<file path="config.mk">
export PLATFORM = sky130hd
export DESIGN_NAME = esf_ctrl
export DESIGN_NICKNAME = d
export VERILOG_FILES = /design/src/hdl/esf_pkg.sv /design/src/hdl/esf_ctrl.sv
export SDC_FILE = /design/constraint.sdc
export NUM_CORES = 1
export LEC_CHECK = 0
export ABC_AREA = 1
export CORE_AREA = 2 2 41 43
export CTS_BUF_LIST = sky130_fd_sc_hd__clkbuf_8
export DETAILED_ROUTE_END_ITERATION = 12
export DIE_AREA = 0 0 43 45
export DONT_BUFFER_PORTS = 1
export PLACE_DENSITY = 0.8
export SLEW_MARGIN = 40
export SYNTH_ARGS = -nofsm -noshare
export SYNTH_HDL_FRONTEND = slang
export SYNTH_SLANG_ARGS = --single-unit
</file>
<file path="constraint.sdc">
create_clock -name clk -period 1.45 [get_ports clk]
set_input_delay 0.145 -clock clk [delete_from_list [all_inputs] [get_ports clk]]
set_output_delay 0.145 -clock clk [all_outputs]
set_load 0.05 [all_outputs]
</file>
<file path="src/hdl/esf_pkg.sv">
package esf_pkg;

	localparam int SIDE = 64;
	localparam int IDX_W = $clog2(SIDE);

	typedef logic [SIDE-1:0] line_t;

	typedef enum logic [2:0] {
		CMD_HOLD,
		CMD_LOAD,
		CMD_SEED,
		CMD_COL_FWD,
		CMD_COL_BWD,
		CMD_ROW_BWD,
		CMD_ROW_FWD,
		CMD_EMIT
	} cmd_t;

	typedef struct packed {
		cmd_t op;
	} ctl_t;

	function automatic line_t rev_line(input line_t v);
		line_t r;
		for (int i = 0; i < SIDE; i++) begin
			r[i] = v[SIDE-1-i];
		end
		return r;
	endfunction

	// spread each seed towards higher indices through its free run
	function automatic line_t fill_up(input line_t f, input line_t s);
		line_t sum;
		sum = f + s;
		return f & ((sum ^ f) | s);
	endfunction

	function automatic line_t line_fill(input line_t f, input line_t cur, input line_t prev);
		line_t s;
		line_t up;
		line_t dn;
		s = f & (cur | prev | (prev << 1) | (prev >> 1));
		up = fill_up(f, s);
		dn = rev_line(fill_up(rev_line(f), rev_line(s)));
		return up | dn;
	endfunction

endpackage

</file>
<file path="src/hdl/esf_ctrl.sv">
module esf_ctrl (
	input  logic                        clk,
	input  logic                        arst_n,
	input  logic                        start,
	output logic                        busy,
	output esf_pkg::ctl_t               ctl,
	output logic                        result_valid,
	output logic [esf_pkg::IDX_W-1:0]   row_number,
	output logic                        last_row
);

	localparam logic [2:0] ST_LOAD = 3'd0;
	localparam logic [2:0] ST_SEED = 3'd1;
	localparam logic [2:0] ST_COLF = 3'd2;
	localparam logic [2:0] ST_COLB = 3'd3;
	localparam logic [2:0] ST_ROWB = 3'd4;
	localparam logic [2:0] ST_ROWF = 3'd5;
	localparam logic [2:0] ST_EMIT = 3'd6;

	localparam logic [esf_pkg::IDX_W-1:0] LAST_IDX = esf_pkg::IDX_W'(esf_pkg::SIDE - 1);
	localparam logic [esf_pkg::IDX_W-1:0] WAVE_END = esf_pkg::IDX_W'(esf_pkg::SIDE - 2);

	logic [2:0]                  state_q;
	logic [2:0]                  state_d;
	logic [esf_pkg::IDX_W-1:0]   cnt_q;
	logic [esf_pkg::IDX_W-1:0]   cnt_d;
	logic                        accept;

	assign busy = (state_q != ST_LOAD);
	assign accept = start && !busy;
	assign result_valid = (state_q == ST_EMIT);
	assign row_number = cnt_q;
	assign last_row = result_valid && (cnt_q == LAST_IDX);

	always_comb begin
		state_d = state_q;
		cnt_d = cnt_q;
		ctl.op = esf_pkg::CMD_HOLD;
		unique case (state_q)
			ST_LOAD: begin
				if (accept) begin
					ctl.op = esf_pkg::CMD_LOAD;
					cnt_d = cnt_q + 1'b1;
					if (cnt_q == LAST_IDX) begin
						state_d = ST_SEED;
						cnt_d = '0;
					end
				end
			end
			ST_SEED: begin
				ctl.op = esf_pkg::CMD_SEED;
				state_d = ST_COLF;
			end
			ST_COLF, ST_COLB, ST_ROWB, ST_ROWF: begin
				unique case (state_q)
					ST_COLF: ctl.op = esf_pkg::CMD_COL_FWD;
					ST_COLB: ctl.op = esf_pkg::CMD_COL_BWD;
					ST_ROWB: ctl.op = esf_pkg::CMD_ROW_BWD;
					default: ctl.op = esf_pkg::CMD_ROW_FWD;
				endcase
				cnt_d = cnt_q + 1'b1;
				if (cnt_q == WAVE_END) begin
					cnt_d = '0;
					state_d = state_q + 3'd1;
				end
			end
			ST_EMIT: begin
				ctl.op = esf_pkg::CMD_EMIT;
				cnt_d = cnt_q + 1'b1;
				if (cnt_q == LAST_IDX) begin
					cnt_d = '0;
					state_d = ST_LOAD;
				end
			end
			default: begin
				state_d = ST_LOAD;
				cnt_d = '0;
			end
		endcase
	end

	always_ff @(posedge clk or negedge arst_n) begin
		if (!arst_n) begin
			state_q <= ST_LOAD;
			cnt_q <= '0;
		end else begin
			state_q <= state_d;
			cnt_q <= cnt_d;
		end
	end

endmodule

</file>
### After elaboration in Yosys (flattened, before gate mapping)

Cells that the tools add are included.

* $add $sub $neg: 2
* eq/ne operators: 12
* bitwise operators: 1
* muxes and demuxes: 12
* reduce and logical (&&, ||, !) cells: 8

Operators by type and width (count)
* case mux 3 bit (4 select lines): 2
* case mux 6 bit (4 select lines): 1
* two-way mux 6 bit: 3
* == test 6 bit (second input constant): 2
* two-way mux 3 bit: 4
* == test 3 bit (second input constant): 3
* case mux 3 bit (3 select lines): 1
* adder 6 x 1 -> 6 bit (second input constant): 1
* == test 3 x 2 -> 1 bit (second input constant): 2
* != test 2 bit (second input constant): 3
* AND reduction 4 bit: 1
* OR reduction 4 bit: 1
* adder 3 x 1 -> 3 bit (second input constant): 1
* == test 3 x 1 -> 1 bit (second input constant): 1
* logical NOT 3 bit: 1
* nonzero test 3 bit: 1
* logical AND 1 bit: 2
* != test 2 x 1 -> 1 bit (second input constant): 1
* AND reduction 2 bit: 1
* logical NOT 1 bit: 1
* two-way mux 1 bit: 1
* NOT 1 bit: 1

* flip-flop bits (word level): 9
* logic and storage cells: 37
* bits of input ports: 3

### Depth between registers and ports, before layout

Gate-level depths: netlist (run 1).

* depth after elaboration: 5
* mapped depth: 11
* gate-level depth less buffers: 11

### Worst setup path after synthesis (run 1)

No wires, ideal clock.

* path type: register to output
* from: reg state_q[0]
* to: out ctl[1] (netlist name)
* required time: 1.305 ns
* stages on the path, launching flop included: 6
* slack: -0.405 ns
* arrival time: 1.710 ns
* cell sequence: dfrtp_1 > ha_1 > ha_1 > inv_1 > nand2_2 > o211ai_1

RTL lines
* start, declared: line esf_ctrl.sv:23 `logic [2:0] state_q;`
* start signal, assigned: line esf_ctrl.sv:87 `state_q <= state_d;`
* end, declared: line esf_ctrl.sv:6 `output esf_pkg::ctl_t ctl,`

==> results of run 1 <==
-- power groups by stage --
stage               Sequential [mW]  Clock, mW  Combinational, mW
finish                        0.252      0.296            0.00788
global placement              0.256          0            0.00112
detailed placement            0.256          0            0.00110
global route                  0.252      0.303            0.00914
floorplan                     0.256          0            0.00103
CTS                           0.252      0.297            0.00814
-- timing repair --
| action | CTS | global route |
|---|---|---|
| gates resized for setup | 9 | 14 |
| buffers inserted | 2 | 6 |
| cloned | 0 | 0 |
| hold buffers | 1 | 0 |
| setup endpoints to repair | 12 | 15 |
| endpoints found under the hold margin | 9 | 0 |
| pin swaps | 3 | 8 |
-- path summary, 6_finish.rpt --
check                                            start  depth (start not counted)                        end  slack, ps
max in group asynchronous                       arst_n                          1  row_number[2]$_DFFE_PN0P_        850
worst max-delay path            state_q[1]$_DFFE_PN0P_                          6                     ctl[1]       -220
min in group clk                                 start                          5     state_q[2]$_DFFE_PN0P_        340
worst min-delay path                            arst_n                          1     state_q[1]$_DFFE_PN0P_        280
worst min register to register  state_q[1]$_DFFE_PN0P_                          2     state_q[1]$_DFFE_PN0P_        550
worst max register to register  state_q[1]$_DFFE_PN0P_                         11     state_q[1]$_DFFE_PN0P_       -130
-- flip-flops by register name, summed over array words and instances (netlist names) --
register and count:
state_q 3, row_number 6
-- through the flow --
stage | setup TNS, ps | worst slack, ps
floorplan | -553 | -351
global placement | 0 | 6.32
detailed placement | -219 | -41.4
CTS | -1410 | -188
global route | -2690 | -277
finish | -1590 | -221
-- layout make-up --
type                            instances  area (sq um)
Clock buffer                            3          41.3
Inverter                               20          80.1
Sequential cell                         9           233
Timing Repair Buffer                   26           234
Fill cell                              83           230
Clock inverter                          1          3.75
Multi-Input combinational cell         88           629
Tap cell                               16          20.0
-- cells in the final DEF (no fill, tap or decap), drive strengths merged --
master	Yosys	final
buf	0	25
ha	7	7
o211ai	2	2
dfrtp	9	9
nand4	2	2
dlygate4sd3	0	1
o21ai	2	2
xor2	1	1
a21oi	1	1
inv	20	21
clkbuf	0	3
nor2	15	15
o22ai	1	1
nand3	15	15
nand2	42	42
-- per-layer routing --
| layer | vias up | wire length (microns) | global-route usage (%) |
|---|---|---|---|
| li1 | 426 | - | - |
| met1 | 429 | 1020 | 29.4 |
| met2 | 38 | 1200 | 45.5 |
| met3 | 7 | 104 | 4.00 |
| met4 | 0 | 77 | 18.8 |
| met5 | - | 0 | 0 |
-- cell families after synthesis --
kind of cell | after synthesis | synth area share (%)
XOR/XNOR | 1 | 1.07
AND/OR/NAND/NOR | 74 | 45.6
flip-flops | 9 | 27.5
AO/OA/AOI/OAI | 6 | 5.65
buffers and inverters | 20 | 9.47
adder cells (fa/ha/maj) | 7 | 10.7
-- worst max-delay path, cell delays in order, from the launching register on --
cell      delay (ps)
dfrtp_1          410
ha_2             220
ha_4             150
inv_2             50
nand2_4           50
o211ai_1         170
buf_4            230
==> run metrics, run 1 <==
status=complete, but fails checks; failing checks=negative setup slack; max_cap viols=0; Worst Path Required=1310 ps; Seq pwr share=45.3%; final hold slack=280 ps; clock slew at reported path FFs=40 ps; dominant cells by area after synthesis=dfrtp_1, nand2_1, ha_1; drt drc=0; fin crit share=115%; PnR worst setup slack=-221 ps; share of cells above drive strength 1=48.3%; synth unique cells=19; die span in y=45 microns; 1st-iter DRT viols=28; combinational power share=1.4%; Peak Freq=0.598 GHz; Psw=0.117 mW; PortBufs=0; max-slew violations=0; Seq/Total Area, Yosys=a little over a quarter; critical path data arrival time=~1500 ps; router iterations before antenna repair=5; Via Count=900; Detail Placement HPWL=1460 microns; Avg Vias per Cell=5.52; Design Area, Final=1240 sq um; syn nets=127; largest area contributor in the netlist=dfrtp_1; Worst slew margin=between 70% and 80%; Sw Share=21.0%; overall die area=a little under 2000 sq um; GRT Util Overall=26.1%; num rows=14; list of most frequent post-synthesis cells=nand2_1, inv_1, nand3_1, nor2_1, dfrtp_1; TritonCTS clock tree=yes; crit path kind=reg -> out; final setup fails=14; fin cells=163; RSZ-0062 raised after global routing=true; type of the worst min-delay path=in -> async; H-tree Lvls=1; placed insts=150; first-pass GRT wire length=approximately 3700 microns; Yosys reg bits=9; number of global-route vias before repair=846; top cell type's share of synthesized area=approximately 27%; placed cell area=1030 sq um; initial antenna violation count=0; nets=between 150 and 200; Die W=between 40 and 50 microns; Post-Synthesis Cell Area=roughly 820 sq um; CTS Root Buffer Type=clkbuf_8; final wirelength=approximately 2400 microns; Mean Syn Cell Area=7.00 sq um; CP startpoint kind=flop; Util after Layout=84.4%; number of diodes=0; Post-synth ARST share=100%; clock skew=around 0.24 ps; total core area=1470 sq um; crit path time final=1670 ps; P_int=0.439 mW; TritonCTS buffer count=3; clock share of power=53.3%; total power=0.556 mW; Initial Utilization=55.7%; remaining global-route overflow=0; worst-path fanout max=4; Routed Antenna Nets=0; Crit. End Element=output port; final hold vios=0; Static Leakage=0.594 nW; Max rail drop VDD=roughly 560 uV; synthesized instance count=117; CTS max path bufs=2; worst slew pin tran=approximately 430 ps; EDFF count, synth=0; WL per Instance=14.7 microns; Worst-Skew Late Latency=240 ps; prevailing post-synth register cell=dfrtp_1; YS warnings=0; clk sinks=9; Ports=15; top-count cell post-synth=nand2_1; gpl congestion=about 0.87; largest net degree at the start of global routing=10; pwr dens=448 nW/um^2; Area Overhead vs Synth=51.5%
No activity file was read; power rests on OpenSTA's default activity.
==> run 2: changes to the inputs <==
- CAP_MARGIN: not set -> 20
- GPL_TIMING_DRIVEN: not set -> 0
==> run 2 against run 1 <==
Against the previous run: the run still ends with negative setup slack left; die area did not move; wire length fell by 9.7%; worst setup slack gained 3.9 ps; cell count fell by 9.8%; first-iteration DRC count shrank 54%; global-route usage fell by 3.3 points; critical path depth unchanged; clock skew is 5.2 ps higher; highest routed layer unchanged.
==> run metrics, run 2 (synthesis gave the netlist of run 1 again) <==
Crit. End Element=output port; die span in y=45 microns (unchanged); Seq pwr share=47.1% (+1.8 points); drt drc=0 (unchanged); Max rail drop VDD=547 uV (-2.2%); first-pass GRT wire length=3260 microns (-11%); WL met3=90 microns (-13%); num rows=14 (unchanged); max_cap viols=0 (unchanged); worst slack, placed=-135 ps (-93.9 ps); largest net degree at the start of global routing=10 (unchanged); total core area=1470 sq um (unchanged); PortBufs=0 (unchanged); crit path time final=1670 ps (-3.89 ps); gpl congestion=0.845 (-2.4%); final wirelength=2170 microns (-9.7%); fin crit share=115% (-0.27 points); Met1 Wirelength=857 microns (-16%); type of the worst min-delay path=in -> async; clock skew=5.48 ps (+5.23 ps); metal2 WL=1180 microns (-1.3%); Via Count=830 (-7.8%); clock slew at reported path FFs=50 ps (about the same); overall die area=1940 sq um (unchanged); GRT Util Overall=22.9% (-3.3 points); leading cell type in the layout, fill and taps excluded=nand2_1; commonest non-fill, non-tap cells in the layout=nand2_1, inv_1, nand3_1, buf_4, nand2_4; reg2reg setup slack=-180 ps (-50 ps); terminus of the critical flop-to-flop path=state_q[2]$_DFFE_PN0P_; R2R Path Start=state_q[0]$_DFFE_PN0P_; Detail Placement HPWL=1340 microns (-7.9%); Worst Path Required=1310 ps (about the same); TritonCTS buffer count=3 (unchanged); highest routed layer=met4; Psw=0.0967 mW (-17%); nets=142 (-10%); crit path kind=reg -> out; Area Overhead vs Synth=36.0%; Static Leakage=0.517 nW (-13%); WL per Instance=14.7 microns (+0.16%); worst-path fanout max=4 (unchanged); H-tree Lvls=1 (unchanged); Ports=15 (unchanged); Worst-Skew Late Latency=230 ps (about the same); CTS max path bufs=2 (unchanged); Peak Freq=0.600 GHz (+0.23%); RSZ-0062 raised after global routing=true; router iterations before antenna repair=4 (-1); combinational power share=1.5% (about the same); max reg flops=6 (unchanged); CTS Root Buffer Type=clkbuf_8; Fill cells=101 (+22%); final setup fails=14 (unchanged); Die W=43 microns (unchanged); pwr dens=479 nW/um^2 (+7.0%); total power=0.534 mW (-3.9%); max-slew violations=0 (unchanged); 1st-iter DRT viols=13 (-54%); P_int=0.438 mW (-0.36%); Routed Antenna Nets=0 (unchanged); Sw Share=18.1% (-2.9 points); failing checks=negative setup slack; placed cell area=897 sq um (-13%); share of cells above drive strength 1=47.3% (-0.97 points); initial antenna violation count=0 (unchanged); clock share of power=51.4% (-1.9 points); clk sinks=9 (unchanged); final hold vios=0 (unchanged); critical path data arrival time=1520 ps (about the same); worst slew pin tran=413 ps (-14.1 ps); Design Area, Final=1110 sq um (-10%); status=complete, but fails checks; CP startpoint kind=flop; R2R cell count=10 (-1); number of diodes=0 (unchanged); Initial Utilization=55.7% (unchanged); Avg Vias per Cell=5.65 (+2.3%); setup_tns=-1810 ps (-218 ps); Worst slew margin=72.3% (+0.95 points); remaining global-route overflow=0 (unchanged); PnR worst setup slack=-217 ps (+3.89 ps); number of global-route vias before repair=779 (-7.9%); TritonCTS clock tree=yes
run 2: power by group through the flow:
stage / sequential (mW) / clock (mW) / combinational, mW
after floorplan: 0.256 / 0 / 0.00103
after global placement: 0.256 / 0 / 0.00109
after detailed placement: 0.256 / 0 / 0.00116
after CTS: 0.252 / 0.281 / 0.00806
after global routing: 0.252 / 0.297 / 0.00923
final: 0.252 / 0.275 / 0.00794
run 2: worst max path at each step:
stage	from	end	cells past startpoint
finish	state_q[0]$_DFFE_PN0P_	ctl[1]	6
global route	state_q[1]$_DFFE_PN0P_	ctl[1]	6
CTS	state_q[0]$_DFFE_PN0P_	ctl[1]	6
detailed placement	state_q[0]$_DFFE_PN0P_	state_q[1]$_DFFE_PN0P_	9
global placement	state_q[0]$_DFFE_PN0P_	ctl[1]	5
floorplan	state_q[0]$_DFFE_PN0P_	ctl[1]	5
run 2: layout make-up:
class	count	area, sq um	share of cell area (%)
Multi-Input combinational cell	88	644	57.8
Sequential cell	9	246	22.1
Timing Repair Buffer	10	77.6	6.96
Tap cell	16	20.0	1.80
Clock inverter	1	3.75	0.337
Inverter	20	81.3	7.30
Clock buffer	3	41.3	3.70
run 2: repair_timing:
item                                    CTS  global route
pin swaps                                 6             5
endpoints found under the setup margin   14            14
gates resized for setup                  22            10
hold buffers                              1             0
setup buffers                             5             2
endpoints found under the hold margin     9             0
run 2: per-stage QoR:
step                      std cells  hold slack (ps)  util (%)
after detailed placement        135             -150      61.0
final                           147              286      75.8
after global routing            147              315      75.8
after CTS                       145              277      72.0
after floorplan                 117             -151         -
after global placement          133             -150      59.9
run 2: critical path, cell delays in order, from the launching register on:
cell	delay [ps]
dfrtp_1	410
ha_2	210
ha_4	160
inv_2	60
nand2_4	50
o211ai_1	190
buf_4	230
run 2: layer usage:
metal | up-vias | GRT usage [%]
li1 | 392 | -
met4 | 0 | 9.09
met2 | 36 | 43.9
met1 | 396 | 25.8
met3 | 6 | 2.80
met5 | - | 0
